<file path="config.mk">
export PLATFORM = sky130hd
export DESIGN_NAME = hsv_to_rgb_converter_unit
export DESIGN_NICKNAME = d
export VERILOG_FILES = /design/src/rtl/hsvr_pkg.sv /design/src/rtl/hsv_to_rgb_converter_unit.sv /design/src/rtl/hsvr_sector.sv /design/src/rtl/hsvr_frac.sv /design/src/rtl/hsvr_blend.sv
export SDC_FILE = /design/constraint.sdc
export NUM_CORES = 2
export LEC_CHECK = 0
export ABC_AREA = 1
export BUFFER_PORTS_ARGS = -buffer_cell sky130_fd_sc_hd__buf_2
export CAP_MARGIN = 40
export CORE_MARGIN = 4
export CORE_UTILIZATION = 42
export DETAILED_ROUTE_END_ITERATION = 16
export PLACE_DENSITY = 0.68
export SLEW_MARGIN = 15
export SYNTH_ARGS = -nofsm -noshare
export SYNTH_HDL_FRONTEND = slang
export SYNTH_SLANG_ARGS = --single-unit
</file>
<file path="constraint.sdc">
create_clock -name aclk -period 11.8 [get_ports aclk]
set_clock_uncertainty 0.05 [all_clocks]
set_input_delay 0.59 -clock aclk [delete_from_list [all_inputs] [get_ports aclk]]
set_output_delay 0.59 -clock aclk [all_outputs]
set_load 0.1 [all_outputs]
</file>
<file path="src/rtl/hsvr_pkg.sv">
package hsvr_pkg;

    localparam int HUE_W    = 15;
    localparam int COMP_W   = 16;
    localparam int REM_W    = 12;
    localparam int FRAC_W   = 15;
    localparam int RAW_W    = 4;

    localparam int ONE          = 32768;
    localparam int SECTOR_UNITS = 3840;
    localparam int NUM_SECTORS  = 6;
    // Largest sector count a 15-bit hue can reach before the wrap.
    localparam int RAW_MAX      = (2 ** HUE_W - 1) / SECTOR_UNITS;

    // floor(rem * 128 / 15) == (rem * FRAC_RECIP) >> FRAC_SHIFT for rem < 3840
    localparam int FRAC_SHIFT   = 16;
    localparam int FRAC_RECIP   = 559241;

    // Number of register stages from input transfer to output register.
    localparam int PIPE_DEPTH   = 4;

    typedef enum logic [2:0] {
        SEC_RY = 3'd0,
        SEC_YG = 3'd1,
        SEC_GC = 3'd2,
        SEC_CB = 3'd3,
        SEC_BM = 3'd4,
        SEC_MR = 3'd5
    } sector_t;

    typedef struct packed {
        logic [HUE_W-1:0]  hue;
        logic [COMP_W-1:0] sat;
        logic [COMP_W-1:0] val;
        logic [COMP_W-1:0] alpha;
    } hsva_t;

    typedef struct packed {
        sector_t           sector;
        logic [REM_W-1:0]  rem;
        logic [COMP_W-1:0] sat;
        logic [COMP_W-1:0] val;
        logic [COMP_W-1:0] alpha;
    } sect_t;

    typedef struct packed {
        sector_t           sector;
        logic [FRAC_W-1:0] frac;
        logic [COMP_W-1:0] sat;
        logic [COMP_W-1:0] val;
        logic [COMP_W-1:0] p;
        logic [COMP_W-1:0] alpha;
    } frac_t;

    typedef struct packed {
        logic [COMP_W-1:0] red;
        logic [COMP_W-1:0] green;
        logic [COMP_W-1:0] blue;
        logic [COMP_W-1:0] alpha;
    } rgba_t;

    // Truncating Q1.15 product of two values no larger than 1.0.
    function automatic logic [COMP_W-1:0] q15_mul(input logic [COMP_W-1:0] a,
                                                  input logic [COMP_W-1:0] b);
        logic [2*COMP_W-1:0] prod;
        prod = {{COMP_W{1'b0}}, a} * {{COMP_W{1'b0}}, b};
        return prod[COMP_W+FRAC_W-1:FRAC_W];
    endfunction

endpackage

</file>
<file path="src/rtl/hsv_to_rgb_converter_unit.sv">
// Channel  Direction  Handshake           Payload
// s_       in         s_valid / s_ready   s_hue, s_saturation, s_value, s_alpha_in
// m_       out        m_valid / m_ready   m_red, m_green, m_blue, m_alpha_out
//
// One transfer in and one transfer out per cycle when nothing stalls.
// The four register stages are sector decode, reciprocal multiply for the
// fraction, scaled saturation, final product and channel select. Synchronous
// active-low reset clears the stage valid bits only. A stall on m_ready holds
// each occupied stage with no empty stage after it; other items still move
// into empty stages, so s_ready stays high until all four stages hold an item.
module hsv_to_rgb_converter_unit
    import hsvr_pkg::*;
(
    input  logic              aclk,
    input  logic              aresetn,

    input  logic              s_valid,
    output logic              s_ready,
    input  logic [HUE_W-1:0]  s_hue,
    input  logic [COMP_W-1:0] s_saturation,
    input  logic [COMP_W-1:0] s_value,
    input  logic [COMP_W-1:0] s_alpha_in,

    output logic              m_valid,
    input  logic              m_ready,
    output logic [COMP_W-1:0] m_red,
    output logic [COMP_W-1:0] m_green,
    output logic [COMP_W-1:0] m_blue,
    output logic [COMP_W-1:0] m_alpha_out
);

    hsva_t in_data;
    sect_t sect_data;
    frac_t frac_data;
    rgba_t rgba_data;
    logic  sect_valid;
    logic  sect_ready;
    logic  frac_valid;
    logic  frac_ready;

    // gather the input fields into one item
    assign in_data.hue   = s_hue;
    assign in_data.sat   = s_saturation;
    assign in_data.val   = s_value;
    assign in_data.alpha = s_alpha_in;

    // stage 1: clamp saturation and value, split hue into sector and remainder
    hsvr_sector u_sector (
        .aclk      (aclk),
        .aresetn   (aresetn),
        .in_valid  (s_valid),
        .in_ready  (s_ready),
        .in_data   (in_data),
        .out_valid (sect_valid),
        .out_ready (sect_ready),
        .out_data  (sect_data)
    );

    // stage 2: fraction within the sector and the p term
    hsvr_frac u_frac (
        .aclk      (aclk),
        .aresetn   (aresetn),
        .in_valid  (sect_valid),
        .in_ready  (sect_ready),
        .in_data   (sect_data),
        .out_valid (frac_valid),
        .out_ready (frac_ready),
        .out_data  (frac_data)
    );

    // stages 3 and 4: scaled saturation, then q and t terms and place components by sector
    hsvr_blend u_blend (
        .aclk      (aclk),
        .aresetn   (aresetn),
        .in_valid  (frac_valid),
        .in_ready  (frac_ready),
        .in_data   (frac_data),
        .out_valid (m_valid),
        .out_ready (m_ready),
        .out_data  (rgba_data)
    );

    assign m_red       = rgba_data.red;
    assign m_green     = rgba_data.green;
    assign m_blue      = rgba_data.blue;
    assign m_alpha_out = rgba_data.alpha;

endmodule

</file>
<file path="src/rtl/hsvr_sector.sv">
module hsvr_sector
    import hsvr_pkg::*;
(
    input  logic  aclk,
    input  logic  aresetn,
    input  logic  in_valid,
    output logic  in_ready,
    input  hsva_t in_data,
    output logic  out_valid,
    input  logic  out_ready,
    output sect_t out_data
);

    logic       valid_reg;
    sect_t      data_reg;
    sect_t      data_next;
    logic [RAW_W-1:0] raw;
    logic [HUE_W-1:0] base;

    assign in_ready  = !valid_reg || out_ready;
    assign out_valid = valid_reg;
    assign out_data  = data_reg;

    always_comb begin
        // count the sector boundaries at or below the hue
        raw = '0;
        for (int k = 1; k <= RAW_MAX; k++) begin
            if (in_data.hue >= HUE_W'(k * SECTOR_UNITS)) begin
                raw = raw + RAW_W'(1);
            end
        end
        base = HUE_W'(raw * SECTOR_UNITS);

        data_next.rem    = REM_W'(in_data.hue - base);
        data_next.sector = (raw >= RAW_W'(NUM_SECTORS))
                         ? sector_t'(3'(raw - RAW_W'(NUM_SECTORS)))
                         : sector_t'(raw[2:0]);
        data_next.sat    = (in_data.sat > COMP_W'(ONE)) ? COMP_W'(ONE) : in_data.sat;
        data_next.val    = (in_data.val > COMP_W'(ONE)) ? COMP_W'(ONE) : in_data.val;
        data_next.alpha  = in_data.alpha;
    end

    always_ff @(posedge aclk) begin
        if (!aresetn) begin
            valid_reg <= 1'b0;
        end else if (in_ready) begin
            valid_reg <= in_valid;
        end
    end

    always_ff @(posedge aclk) begin
        if (in_valid && in_ready) begin
            data_reg <= data_next;
        end
    end

endmodule

</file>
<file path="src/rtl/hsvr_frac.sv">
module hsvr_frac
    import hsvr_pkg::*;
(
    input  logic  aclk,
    input  logic  aresetn,
    input  logic  in_valid,
    output logic  in_ready,
    input  sect_t in_data,
    output logic  out_valid,
    input  logic  out_ready,
    output frac_t out_data
);

    logic        valid_reg;
    frac_t       data_reg;
    frac_t       data_next;
    logic [31:0] recip_prod;

    assign in_ready  = !valid_reg || out_ready;
    assign out_valid = valid_reg;
    assign out_data  = data_reg;

    always_comb begin
        // divide by the sector width through its reciprocal
        recip_prod       = {20'd0, in_data.rem} * 32'(FRAC_RECIP);
        data_next.frac   = recip_prod[FRAC_SHIFT+FRAC_W-1:FRAC_SHIFT];
        data_next.p      = q15_mul(in_data.val, COMP_W'(ONE) - in_data.sat);
        data_next.sector = in_data.sector;
        data_next.sat    = in_data.sat;
        data_next.val    = in_data.val;
        data_next.alpha  = in_data.alpha;
    end

    always_ff @(posedge aclk) begin
        if (!aresetn) begin
            valid_reg <= 1'b0;
        end else if (in_ready) begin
            valid_reg <= in_valid;
        end
    end

    always_ff @(posedge aclk) begin
        if (in_valid && in_ready) begin
            data_reg <= data_next;
        end
    end

endmodule

</file>
<file path="src/rtl/hsvr_blend.sv">
module hsvr_blend
    import hsvr_pkg::*;
(
    input  logic  aclk,
    input  logic  aresetn,
    input  logic  in_valid,
    output logic  in_ready,
    input  frac_t in_data,
    output logic  out_valid,
    input  logic  out_ready,
    output rgba_t out_data
);

    // scaled-saturation stage
    logic              mid_valid_reg;
    logic              mid_ready;
    sector_t           sector_reg;
    logic [COMP_W-1:0] sf_reg;
    logic [COMP_W-1:0] sfc_reg;
    logic [COMP_W-1:0] val_reg;
    logic [COMP_W-1:0] p_reg;
    logic [COMP_W-1:0] alpha_reg;

    // output stage
    logic              out_valid_reg;
    rgba_t             rgba_reg;
    rgba_t             rgba_next;
    logic [COMP_W-1:0] q;
    logic [COMP_W-1:0] t;

    assign mid_ready = !out_valid_reg || out_ready;
    assign in_ready  = !mid_valid_reg || mid_ready;
    assign out_valid = out_valid_reg;
    assign out_data  = rgba_reg;

    always_ff @(posedge aclk) begin
        if (!aresetn) begin
            mid_valid_reg <= 1'b0;
        end else if (in_ready) begin
            mid_valid_reg <= in_valid;
        end
    end

    always_ff @(posedge aclk) begin
        if (in_valid && in_ready) begin
            sector_reg <= in_data.sector;
            sf_reg     <= q15_mul(in_data.sat, {1'b0, in_data.frac});
            sfc_reg    <= q15_mul(COMP_W'(ONE) - {1'b0, in_data.frac}, in_data.sat);
            val_reg    <= in_data.val;
            p_reg      <= in_data.p;
            alpha_reg  <= in_data.alpha;
        end
    end

    always_comb begin
        q = q15_mul(val_reg, COMP_W'(ONE) - sf_reg);
        t = q15_mul(val_reg, COMP_W'(ONE) - sfc_reg);
        rgba_next.alpha = alpha_reg;
        unique case (sector_reg)
            SEC_RY: begin
                rgba_next.red = val_reg; rgba_next.green = t;       rgba_next.blue = p_reg;
            end
            SEC_YG: begin
                rgba_next.red = q;       rgba_next.green = val_reg; rgba_next.blue = p_reg;
            end
            SEC_GC: begin
                rgba_next.red = p_reg;   rgba_next.green = val_reg; rgba_next.blue = t;
            end
            SEC_CB: begin
                rgba_next.red = p_reg;   rgba_next.green = q;       rgba_next.blue = val_reg;
            end
            SEC_BM: begin
                rgba_next.red = t;       rgba_next.green = p_reg;   rgba_next.blue = val_reg;
            end
            default: begin
                rgba_next.red = val_reg; rgba_next.green = p_reg;   rgba_next.blue = q;
            end
        endcase
    end

    always_ff @(posedge aclk) begin
        if (!aresetn) begin
            out_valid_reg <= 1'b0;
        end else if (mid_ready) begin
            out_valid_reg <= mid_valid_reg;
        end
    end

    always_ff @(posedge aclk) begin
        if (mid_valid_reg && mid_ready) begin
            rgba_reg <= rgba_next;
        end
    end

endmodule

</file>
Yosys cells after proc, flatten, opt, wreduce, memory -nomap -nowiden
Index checks and enable logic that the tools add are counted.
- $add $sub $neg: 13
- multipliers: 7
- $lt $le $gt $ge: 11
- eq/ne operators: 4
- multiplexer cells: 10
- reductions and logical operators: 13
- operators by type and width (kind ; number):
    48-bit one-hot mux with 5 select lines ; 1
    16-bit by 16-bit multiplier with 31-bit output ; 4
    15-bit greater-or-equal comparator, second input constant ; 4
    16-bit subtractor, first input constant ; 3
    16-bit > comparator, second input constant ; 2
    12-bit by 20-bit multiplier with 31-bit output, second input constant ; 1
    16-bit by 15-bit multiplier with 31-bit output ; 1
    15-bit by 14-bit greater-or-equal comparator with 1-bit output, second input constant ; 2
    4-bit 2-to-1 mux ; 7
    4-bit by 1-bit adder with 4-bit output, second input constant ; 6
    16-bit by 15-bit subtractor with 16-bit output, first input constant ; 1
    15-bit by 12-bit greater-or-equal comparator with 1-bit output, second input constant ; 1
    15-bit by 13-bit greater-or-equal comparator with 1-bit output, second input constant ; 1
    12-bit subtractor ; 1
    3-bit by 2-bit equality test with 1-bit output, second input constant ; 2
    4-bit by 3-bit greater-or-equal comparator with 1-bit output, second input constant ; 1
    1-bit logical AND ; 4
    1-bit zero test ; 4
    1-bit logical OR ; 4
    4-bit by 1-bit multiplier with 4-bit output, second input constant ; 1
    3-bit by 1-bit equality test with 1-bit output, second input constant ; 1
    3-bit equality test, second input constant ; 1
    3-bit zero test ; 1
    3-bit 2-to-1 mux ; 1
    3 further kinds ; 3
- register bits after elaboration: 296
- logic and storage cells: 83

Longest topological paths before layout
- word-level depth: 18
- mapped depth: 46
- gate-level depth less buffers: 43

Modules after synthesis
A second synthesis with hierarchy kept.
- cells, all modules: 7171
- area, all modules: 57546.4 µm²
- modules (own cells, without submodules) (module ; times used ; cells each ; area an instance (µm²)):
    hsvr_blend ; 1 ; 5119 ; 40431.3
    hsvr_frac ; 1 ; 1700 ; 13759.4
    hsvr_sector ; 1 ; 352 ; 3355.7

Worst setup path after synthesis
No wires, ideal clock.
- kind: register to register
- start point: reg u_blend.sfc_reg[0]
- end point: reg u_blend.rgba_reg, in the netlist u_blend.out_data[43] (data pin)
- setup time: 0.249 ns
- arrival time: 6.804 ns
- data required time: 11.501 ns
- path slack: 4.697 ns
- stages on the path, launching flop included: 41
- path buffers: 2
- cells stage by stage: edfxtp_1 buf_2 buf_1 inv_1 ha_1 nand2_1 nor2_1 inv_1 nor2_1 inv_1 nor2_1 inv_1 nor2_1 inv_1 nor2_1 inv_1 o21ai_0 nand2_1 [5 not listed] fa_1 fa_1 fa_1 inv_1 fa_1 inv_1 ha_1 a21o_1 a21oi_1 nor2_1 nor2_1 nand3_1 a21o_1 or2_2 nand3_1 nand3_1 nand2_1 inv_1
- RTL lines (what ; RTL line ; text):
    start, declared ; hsvr_blend.sv:19 ; logic [COMP_W-1:0] sfc_reg;
    start signal, assigned ; hsvr_blend.sv:48 ; sfc_reg <= q15_mul(COMP_W'(ONE) - {1'b0, in_data.frac}, in_data.sat);
    end signal, assigned ; hsvr_blend.sv:91 ; rgba_reg <= rgba_next;
    end, declared ; hsvr_blend.sv:26 ; rgba_t rgba_reg;

==> metrics.txt <==
worst-margin pin slew 0.939 ns; Final Setup Violations 0; port buffer count 132; unrepaired setup endpoints after global routing no; CTS Root Cell clkbuf_16; RD Place Congestion 0.937; share of layout cells above drive strength 1 5.41%; global-route usage over all layers 22.7%; worst path required time 12.03 ns; most common cell after layout, fill and taps aside inv_1; critical path class reg2reg; Ys Warns 0; TritonCTS Buffers 35; Post-Syn Area 54600 µm²; Synth Net Count 8004; Post-route DRC 0; async set-reset flop share out of synthesis 0%; final WL 151000 µm; CP endpoint kind flop; nets 8027; Rel. slew slack 36.9%; clock slew at reported path FFs 0.06 ns; maximum fanout along the worst path 18; die width 369 µm; Synth Instances 6428; antenna violations before repair 0; setup_tns 0 ns; Pins Over Slew Limit 0; Max H-tree Level 2; endpoints failing hold 0; core area 129000 µm²; Largest stage delay, worst path 0.70 ns; Die Height 369 µm; Clock Path Buffers 3; Post-synth EDFFs 292; Vias/cell 5.18; post-CTS resize count 0; Min-Delay Path Depth 1; Routed Antenna Nets 0; Seq cells post-synth 296; per-cell routed wire length 18.4 µm; flop2flop setup slack 3.66 ns; Seq/Total Area, Yosys 16.2%; FP Rows 132; status complete, no violations; Max-cap violations 0; commonest register cell after synthesis edfxtp_1; Area Growth Syn to Fin 6.60%; die area 136000 µm²; HP Class in2reg; # IOs 133; via count 42500; CP arrival 8.37 ns; fin crit period 8.14 ns; hold-fix buffer count after cts 0; Mean Syn Cell Area 8.50 µm²; Clock Latency Late Sink 0.57 ns; post-detail-place hpwl 121000 µm; commonest non-fill, non-tap cells in the layout 1576 x inv_1, 1337 x nand2_1, 962 x fa_1, 566 x nor2_1, 547 x ha_1; Netlist cell types 56; crit start category flop; Reg2Reg Depth 32; initial drt markers 3172; largest net degree at the start of global routing 58; total gr overflow 0; Initial Util 42.3%; max reg flops 82; drt pass-1 iters 9; vias in the first global route 45400; # diodes 0; Fmax 123 MHz; clock sink count 296; global-route wire length before repair 245000 µm; Final Cycle Share 69.0%; Post-CTS Setup Bufs 0; CTS tree yes; slowest CP cell edfxtp_1
kinds of logic (layout without fill, tap and decap cells):
kind of cell | Yosys count | after routing | synth area share (%)
and+or+nand+nor | 2275 | 2275 | 17.1
buffers and inverters | 1815 | 1861 | 12.6
adders and majority gates | 1509 | 1509 | 47.8
AOI/OAI and AO/OA | 430 | 430 | 4.67
DFF | 296 | 296 | 16.2
xor gates and xnor gates | 103 | 103 | 1.69
worst paths after layout:
kind,start,to
max reg2reg,u_sector.out_data[32]$_SDFFCE_PN0P_,u_frac.out_data[29]$_DFFE_PP_
min reg2reg,u_frac.out_data[20]$_DFFE_PP_,u_blend.p_reg[4]$_DFFE_PP_
max,u_sector.out_data[32]$_SDFFCE_PN0P_,u_frac.out_data[29]$_DFFE_PP_
min,s_hue[1],u_sector.out_data[49]$_DFFE_PP_
layout make-up:
| cell class | count | area, µm² |
|---|---|---|
| inverter | 1601 | 6010 |
| fill | 12500 | 71100 |
| timing repair buffer | 200 | 1230 |
| clock buffer | 40 | 895 |
| tap | 1742 | 2180 |
| multi-input combinational | 4317 | 38900 |
| sequential | 296 | 8850 |
| clock inverter | 20 | 168 |
stage by stage:
step | cells | util (%) | setup WS, ns | hold slack [ns] | area (µm²)
after floorplan | 6428 | - | 4.70 | 0.350 | 54600
after global placement | 8146 | 44.1 | 3.80 | 0.351 | 57000
after detailed placement | 8156 | 44.2 | 3.66 | 0.355 | 57200
after CTS | 8216 | 45.0 | 3.61 | 0.110 | 58200
after global routing | 8216 | 45.0 | 3.11 | 0.126 | 58200
final | 8216 | 45.0 | 3.66 | 0.149 | 58200
Yosys cell counts, drive strengths merged, types with 29 or more instances:
master     n  area share [%]
inv     1585              11
nand2   1365             9.5
fa       962              35
nor2     577             4.0
ha       547              13
edfxtp   292              16
clkbuf   178             1.2
a21oi    171             1.6
nand3    166             1.6
o21ai    128             1.2
xor2      67             1.1
nor3      42            0.47
nand4     41            0.48
xnor2     36            0.58
buf       35            0.35
or2       29            0.33
routing by layer:
layer | wire, µm | GRT usage (%) | vias up
li1 | - | - | 19400
met1 | 59800 | 29.1 | 21000
met2 | 71400 | 38.3 | 1768
met3 | 12100 | 3.45 | 407
met4 | 7700 | 9.66 | 0
met5 | 0 | 0 | -
worst max-delay path: cells and delay by family, from the launching register on:
family / cells / cell delay (ns)
buffers and inverters: 7 / 0.92
flip-flops: 1 / 0.70
AND/OR/NAND/NOR: 12 / 1.99
adder cells (fa/ha/maj): 8 / 3.44
AO/OA/AOI/OAI: 4 / 0.67
XOR/XNOR: 1 / 0.10
Power is left out: the tool's default activity adds up to more than one toggle a clock period on the data nets, which glitch-free logic cannot reach.
